`src/sv/disk_overlap_rejection_placer_core_defines.svh`:
```
// ----------------------------------------------------------------------------
// Disk placer assertion macros
// Concurrent assertion wrappers; empty when SYNTHESIS is defined.
// ----------------------------------------------------------------------------
`ifndef DISK_OVERLAP_REJECTION_PLACER_CORE_DEFINES_SVH
`define DISK_OVERLAP_REJECTION_PLACER_CORE_DEFINES_SVH

`ifndef SYNTHESIS
`define DORP_ASSERT(lbl, clk, rst_n, prop, msg) \
    lbl: assert property (@(posedge clk) disable iff (!rst_n) (prop)) else $error(msg);
`define DORP_ASSERT_IMPL(lbl, clk, rst_n, ante, cons, msg) \
    lbl: assert property (@(posedge clk) disable iff (!rst_n) (ante) |-> (cons)) \
        else $error(msg);
`define DORP_ASSERT_NEXT(lbl, clk, rst_n, ante, cons, msg) \
    lbl: assert property (@(posedge clk) disable iff (!rst_n) (ante) |=> (cons)) \
        else $error(msg);
`else
`define DORP_ASSERT(lbl, clk, rst_n, prop, msg)
`define DORP_ASSERT_IMPL(lbl, clk, rst_n, ante, cons, msg)
`define DORP_ASSERT_NEXT(lbl, clk, rst_n, ante, cons, msg)
`endif

`endif

```
`src/sv/dorp_pkg.sv`:
```
// ----------------------------------------------------------------------------
// Disk placer package
// Field widths, codes, register defaults and shared types.
// ----------------------------------------------------------------------------
package dorp_pkg;

    localparam int DEF_MAX_DISKS  = 256;
    localparam int DEF_COORD_BITS = 16;

    localparam int RADIUS_W    = 16;
    localparam int STRENGTH_W  = 16;
    localparam int SPACING_W   = 8;
    localparam int TRIES_W     = 16;
    localparam int LIST_W      = 9;
    localparam int STATUS_W    = 3;
    localparam int SLOT_W      = 8;
    localparam int COUNT_OUT_W = 9;
    localparam int CFG_INDEX_W = 2;
    localparam int CFG_DATA_W  = 16;

    // spacing is Q4.4, so its square carries eight fraction bits
    localparam int FRAC_BITS = 4;

    localparam logic [SPACING_W-1:0] SPACING_RESET = 8'd16;
    localparam logic [TRIES_W-1:0]   TRIES_RESET   = 16'd100;
    localparam logic [LIST_W-1:0]    LIST_RESET    = 9'd256;
    localparam logic [TRIES_W-1:0]   RUN_MAX       = 16'hFFFF;

    typedef enum logic [0:0] {
        OP_PLACE = 1'b0,
        OP_CLEAR = 1'b1
    } op_t;

    typedef enum logic [STATUS_W-1:0] {
        ST_ACCEPT  = 3'd0,
        ST_REJECT  = 3'd1,
        ST_EXHAUST = 3'd2,
        ST_FULL    = 3'd3,
        ST_CLEARED = 3'd4
    } status_t;

    typedef enum logic [CFG_INDEX_W-1:0] {
        CFG_SPACING     = 2'd0,
        CFG_MAX_TRIES   = 2'd1,
        CFG_LIST_LENGTH = 2'd2
    } cfg_reg_t;

    typedef enum logic [2:0] {
        S_IDLE,
        S_SCAN,
        S_DRAIN,
        S_DECIDE,
        S_RESULT
    } state_t;

    typedef struct packed {
        logic busy;
        logic hit_valid;
        logic hit;
    } unit_status_t;

endpackage

```
`src/sv/dorp_overlap_unit.sv`:
```
// ----------------------------------------------------------------------------
// Overlap compare unit
// Four-stage pipeline: 256*(dx^2+dy^2) < (s*(r1+r2))^2, one disk per cycle.
// ----------------------------------------------------------------------------
module dorp_overlap_unit #(
    parameter int COORD_BITS = dorp_pkg::DEF_COORD_BITS
) (
    input  logic                          clk,
    input  logic                          rst_n,
    input  logic                          in_valid,
    input  logic signed [COORD_BITS-1:0]  cand_x,
    input  logic signed [COORD_BITS-1:0]  cand_y,
    input  logic [dorp_pkg::RADIUS_W-1:0] cand_radius,
    input  logic signed [COORD_BITS-1:0]  disk_x,
    input  logic signed [COORD_BITS-1:0]  disk_y,
    input  logic [dorp_pkg::RADIUS_W-1:0] disk_radius,
    input  logic [dorp_pkg::SPACING_W-1:0] spacing,
    output dorp_pkg::unit_status_t        status
);
    import dorp_pkg::*;

    localparam int SQ_W   = 2 * COORD_BITS;
    localparam int D2_W   = SQ_W + 1;
    localparam int RS_W   = RADIUS_W + 1;
    localparam int SRS_W  = RS_W + SPACING_W;
    localparam int SRS2_W = 2 * SRS_W;
    localparam int LHS_W  = D2_W + 2 * FRAC_BITS;
    localparam int CMP_W  = (LHS_W > SRS2_W) ? LHS_W : SRS2_W;
    localparam int STAGES = 4;

    function automatic logic [COORD_BITS-1:0] abs_diff(
        input logic [COORD_BITS-1:0] a,
        input logic [COORD_BITS-1:0] b
    );
        logic [COORD_BITS:0] d;
        logic [COORD_BITS:0] m;
        d = {a[COORD_BITS-1], a} - {b[COORD_BITS-1], b};
        m = d[COORD_BITS] ? (~d + 1'b1) : d;
        return m[COORD_BITS-1:0];
    endfunction

    logic [STAGES-1:0]     v_reg;
    logic [COORD_BITS-1:0] dxa_reg;
    logic [COORD_BITS-1:0] dya_reg;
    logic [RS_W-1:0]       rs_reg;
    logic [SQ_W-1:0]       dx2_reg;
    logic [SQ_W-1:0]       dy2_reg;
    logic [SRS_W-1:0]      srs_reg;
    logic [D2_W-1:0]       d2_reg;
    logic [SRS2_W-1:0]     srs2_reg;
    logic                  hit_reg;

    always_ff @(posedge clk or negedge rst_n)
    begin
        if (!rst_n)
        begin
            v_reg <= '0;
        end
        else
        begin
            v_reg <= {v_reg[STAGES-2:0], in_valid};
        end
    end

    always_ff @(posedge clk)
    begin
        dxa_reg  <= abs_diff(cand_x, disk_x);
        dya_reg  <= abs_diff(cand_y, disk_y);
        rs_reg   <= RS_W'(cand_radius) + RS_W'(disk_radius);
        dx2_reg  <= SQ_W'(dxa_reg) * SQ_W'(dxa_reg);
        dy2_reg  <= SQ_W'(dya_reg) * SQ_W'(dya_reg);
        srs_reg  <= SRS_W'(rs_reg) * SRS_W'(spacing);
        d2_reg   <= D2_W'(dx2_reg) + D2_W'(dy2_reg);
        srs2_reg <= SRS2_W'(srs_reg) * SRS2_W'(srs_reg);
        hit_reg  <= CMP_W'({d2_reg, {(2 * FRAC_BITS){1'b0}}}) < CMP_W'(srs2_reg);
    end

    assign status.hit_valid = v_reg[STAGES-1];
    assign status.hit       = hit_reg;
    assign status.busy      = in_valid | (|v_reg);
endmodule

```
`config.mk`:
```
export PLATFORM = sky130hd
export DESIGN_NAME = dorp_overlap_unit
export DESIGN_NICKNAME = d
export VERILOG_FILES = /design/src/sv/disk_overlap_rejection_placer_core_defines.svh /design/src/sv/dorp_pkg.sv /design/src/sv/dorp_overlap_unit.sv
export SDC_FILE = /design/constraint.sdc
export NUM_CORES = 2
export LEC_CHECK = 0
export BUFFER_PORTS_ARGS = -buffer_cell sky130_fd_sc_hd__clkbuf_2
export CAP_MARGIN = 20
export CORE_MARGIN = 5
export CORE_UTILIZATION = 40
export DETAILED_ROUTE_END_ITERATION = 8
export SYNTH_ARGS = -nofsm -noshare
export SYNTH_HDL_FRONTEND = slang
export SYNTH_SLANG_ARGS = --single-unit
```
`constraint.sdc`:
```
create_clock -name clk -period 6.93 [get_ports clk]
set_input_delay 1.7325 -clock clk [delete_from_list [all_inputs] [get_ports clk]]
set_output_delay 1.7325 -clock clk [all_outputs]
set_load 0.005 [all_outputs]
```
## After elaboration in Yosys (flattened, before gate mapping)

Cells that the tools add are included.

| storage, ports and cells | value |
|---|---|
| memories | 0 |
| output and inout port bits | 3 |
| RAM bits | 0 |
| flip-flop bits (word level) | 226 |
| input port bits | 107 |
| bits in read-only memories | 0 |
| bits in latches | 0 |

| operators by class | value |
|---|---|
| reductions and logical operators | 1 |
| add/sub/neg operators | 6 |
| multiply operators | 4 |
| divide/modulo/power cells | 0 |
| eq/ne operators | 0 |
| shift-type cells | 0 |
| multiplexer cells | 2 |
| bitwise logic cells | 3 |
| magnitude comparators | 1 |

Operators with widths:

| operator | count |
|---|---|
| $mul A16 B16 Y32 | 2 |
| $lt A41 B50 Y1 | 1 |
| $mul A25 B25 Y50 | 1 |
| $sub A16 B16 Y17 | 2 |
| $add A32 B32 Y33 | 1 |
| $add A16 B1 Y16 const B | 2 |
| $mux W16 | 2 |
| $not A16 Y16 | 2 |
| $mul A17 B8 Y25 | 1 |
| $add A16 B16 Y17 | 1 |
| $reduce_or A4 Y1 | 1 |
| $or A1 B1 Y1 | 1 |

## Depth between registers and ports, before layout

| depth | value |
|---|---|
| depth in word-level cells | 4 |
| depth in mapped cells | 29 |
| depth with buffers taken out | 26 |

## Worst setup path before layout

Ideal clock, no wire load.

| path | value |
|---|---|
| path kind | register -> register |
| from | reg srs_reg[3] |
| to | reg srs2_reg[47] |
| cell stages (with the launch flop) | 28 |
| period minus slack after synthesis | 6.984 ns |
| required time | 6.858 ns |
| buffers on the path | 3 |
| arrival | 6.911 ns |
| library setup time | 0.072 ns |
| slack | -0.054 ns |
| cells stage by stage | dfxtp_1 clkbuf_1 clkbuf_1 nand2_1 fa_1 inv_1 fa_1 inv_1 fa_1 fa_1 inv_1 fa_1 fa_1 inv_1 fa_1 inv_1 ha_1 clkbuf_1 a21oi_1 o21ai_0 nor4b_1 nor3b_1 o31ai_1 o211ai_1 a21oi_1 a221o_1 a21oi_1 xnor2_1 |

| on the way | value |
|---|---|
| word-level cells in the longest chain between the ends | 1 |

RTL lines:

| element | line | RTL |
|---|---|---|
| start: declaration | dorp_overlap_unit.sv:48 | `logic [SRS_W-1:0] srs_reg;` |
| start signal: assignment | dorp_overlap_unit.sv:72 | `srs_reg <= SRS_W'(rs_reg) * SRS_W'(spacing);` |
| $mul A25 B25 Y50 | dorp_overlap_unit.sv:74 | `srs2_reg <= SRS2_W'(srs_reg) * SRS2_W'(srs_reg);` |
| end signal: assignment | dorp_overlap_unit.sv:74 |  |
| end: declaration | dorp_overlap_unit.sv:50 | `logic [SRS2_W-1:0] srs2_reg;` |

No other way between the ends.

## Worst setup path in the final report

| path | value |
|---|---|
| from | reg srs_reg[12] |
| to | reg srs2_reg[47] |

The elaborated chain is that of the path after synthesis.

==> results.json <==
{
  "largest_reg_flops": 49,
  "setup_violations": 0,
  "layout_setup_ws_ns": 0.1442,
  "drive_gt1_frac": 0.1147,
  "wire_per_inst_um": 15.65,
  "syn_area_sq_um": 44990,
  "syn-num-nets": 6441,
  "antenna_found_initial": 13,
  "relSlewSlack": 0.4100,
  "min_path_type": "flop to flop",
  "tightest_slew_ns": 0.8787,
  "nets": 6769,
  "clock.fmax_mhz": 147.4,
  "portBuffers": 109,
  "post_drt_via_cell_ratio": 4.747,
  "drt-initial-drc-count": 1529,
  "grt_pass1_vias": 34730,
  "clk_pin_slew_ns": 0.06,
  "required_ns": 7.43,
  "cts_buffers": 30,
  "tritoncts": "done",
  "cts_buffer_depth": 3,
  "hold_start": "v_reg[0]",
  "area_delta_synth_final_pct": 13.38,
  "cpPeakStageDelay_ns": 0.58,
  "path_class": "flop to flop",
  "rsz0062_at_grt": "true",
  "min_period_over_period": 0.9792,
  "postRouteWirelength_mm": 105.8,
  "skew_ns": 0.02410,
  "die-area_sq_um": 119300,
  "synth_area_leaders": "fa_1, ha_1, inv_1",
  "io_pins": 110,
  "core_sq_um": 112000,
  "synthFlopType": "dfxtp_1",
  "routabilityCongestion": 0.9194,
  "synth_edf_count": 0,
  "syn_avg_cell_area_sq_um": 9.172,
  "r2r-start": "srs_reg[12]",
  "yosysTopAreaCell": "fa_1",
  "cts_sinks": 223,
  "synth_top_area_share": 0.3947,
  "path_delay_family": "adder cells",
  "cpMaxStageDelayCell": "fa_1",
  "cts_max_level": 1,
  "post-route-drc-count": 0,
  "yosys_warnings": 0,
  "drv_slew": 0,
  "dp_hpwl_mm": 92.65,
  "synth.most_common_cell": "inv_1",
  "die_x_um": 345.4,
  "globalRouteOverflowTotal": 0,
  "ys_seq_area_frac": 0.09968,
  "synth_common_cells": "inv_1, fa_1, ha_1",
  "status": "complete, no violations",
  "ys_ff_latch": 223,
  "drtAntennaViolNets": 0,
  "clk_latency_ns": 0.63,
  "reg2reg_slack_ns": 0.14,
  "grt_usage": 0.1804,
  "die_height_um": 345.4,
  "grt_max_degree": 24,
  "worstSetupStartpoint": "srs_reg[12]",
  "final_core_util": 0.4553,
  "dr.pass1.iters": 5,
  "preCtsSetupSlack_ns": -0.2006,
  "start_util": 0.4015,
  "vias": 32090,
  "period_needed_ns": 6.786,
  "worstSetupEndpointType": "flop",
  "cts-root-buf": "clkbuf_16",
  "crit_path_frequent_cell": "fa_1",
  "synthArstFlopShare": 0.01794,
  "startpoint_type": "flop",
  "hold_viol": 0,
  "grt_pass1_wl_mm": 176.4,
  "critPathMaxFanout": 5,
  "path_buf_inv": 7,
  "rows": 123,
  "ys_types": 78,
  "cap_violations": 0,
  "crit_arrival_ns": 7.28,
  "syn_inst": 4905
}
## metal layers
metal | track usage | part of all wire | wire, um
met5 | 0 | 0 | 0
met3 | 0.03419 | 0.058 | 6141
met4 | 0.05125 | 0.030 | 3178
met1 | 0.2398 | 0.43 | 45950
met2 | 0.3021 | 0.48 | 50540
## final cells by class
class | instances | area, sq um
Tap cell | 1500 | 1877
Inverter | 1310 | 4921
Clock inverter | 22 | 242.7
Sequential cell | 223 | 4542
Multi-Input combinational cell | 3261 | 35620
Timing Repair Buffer | 407 | 3017
Antenna cell | 3 | 7.507
Clock buffer | 34 | 785.8
Fill cell | 11030 | 61030
## stage by stage
stage	hold WS (ns)	TNS (ns)	instances	cell area, sq um
floorplan	0.3543	0	4905	44990
global placement	0.3592	-0.2277	6687	49260
detailed placement	0.3704	-0.7284	6687	49260
CTS	0.3761	-0.03709	6743	50390
global route	0.3854	-0.6784	6757	51000
finish	0.3800	0	6760	51010
## what timing repair did
item,in CTS,in global routing
cloned,0,2
hold buffers,0,0
buffers inserted,0,13
pin swaps,7,73
setup endpoints to repair,9,21
gates resized for setup,32,123
## final timing paths
check                           depth (start not counted)           end
worst min-delay path                                    0      v_reg[1]
worst max register to register                         26  srs2_reg[47]
worst min register to register                          0      v_reg[1]
min in group asynchronous                               1      v_reg[1]
max in group asynchronous                               1      v_reg[3]
worst max-delay path                                   26  srs2_reg[47]
## worst register-to-register path, cell delays in order (launching register included)
cell	delay (ns)
dfxtp_4	0.36
buf_4	0.15
buf_12	0.13
and2_4	0.15
fa_1	0.53
inv_1	0.07
fa_1	0.53
inv_1	0.05
fa_1	0.51
fa_1	0.44
fa_1	0.54
fa_1	0.51
inv_1	0.05
fa_1	0.58
inv_1	0.06
ha_1	0.20
buf_4	0.14
nand2_1	0.08
nand2b_1	0.06
a21o_1	0.18
a21oi_2	0.18
o31ai_4	0.13
o211ai_1	0.32
a21oi_2	0.15
a221o_1	0.35
a21oi_2	0.13
xnor2_1	0.08
## placed cells by master (no fill, tap or decap), types with 9 or more instances in the layout
cell type	Yosys	final
inv_1	1310	1300
fa_1	887	877
ha_1	542	530
nand2_1	434	422
buf_4	2	272
and2_1	275	268
dfxtp_1	219	195
nor2_1	188	180
xnor2_1	154	154
a21oi_1	160	147
clkbuf_2	0	109
a21o_1	82	82
o21ai_0	79	74
xor2_1	72	72
nor2b_1	36	36
o21a_1	35	35
clkbuf_16	0	32
nand3_1	30	30
nor3_1	31	30
nand2b_1	26	26
nand4_1	23	23
o21bai_1	20	20
and3_1	19	18
a31oi_1	16	14
a211oi_1	14	13
dfxtp_2	0	13
o211ai_1	12	12
buf_12	0	12
a21oi_2	0	11
ha_4	0	11
buf_6	1	11
dfxtp_4	0	11
fa_2	0	10
nand2_2	0	9
inv_2	0	9
## kinds of logic after synthesis
logic type,Yosys count,share of synthesized area
AOI/OAI and AO/OA,499,0.07198
xor gates and xnor gates,227,0.04461
adders and majority gates,1429,0.5454
buffers and inverters,1421,0.1189
DFF,223,0.09968
muxes,6,0.001418
and+or+nand+nor,1100,0.1179
Power is left out: the tool's default activity adds up to more than one toggle a clock period on the data nets, which glitch-free logic cannot reach.
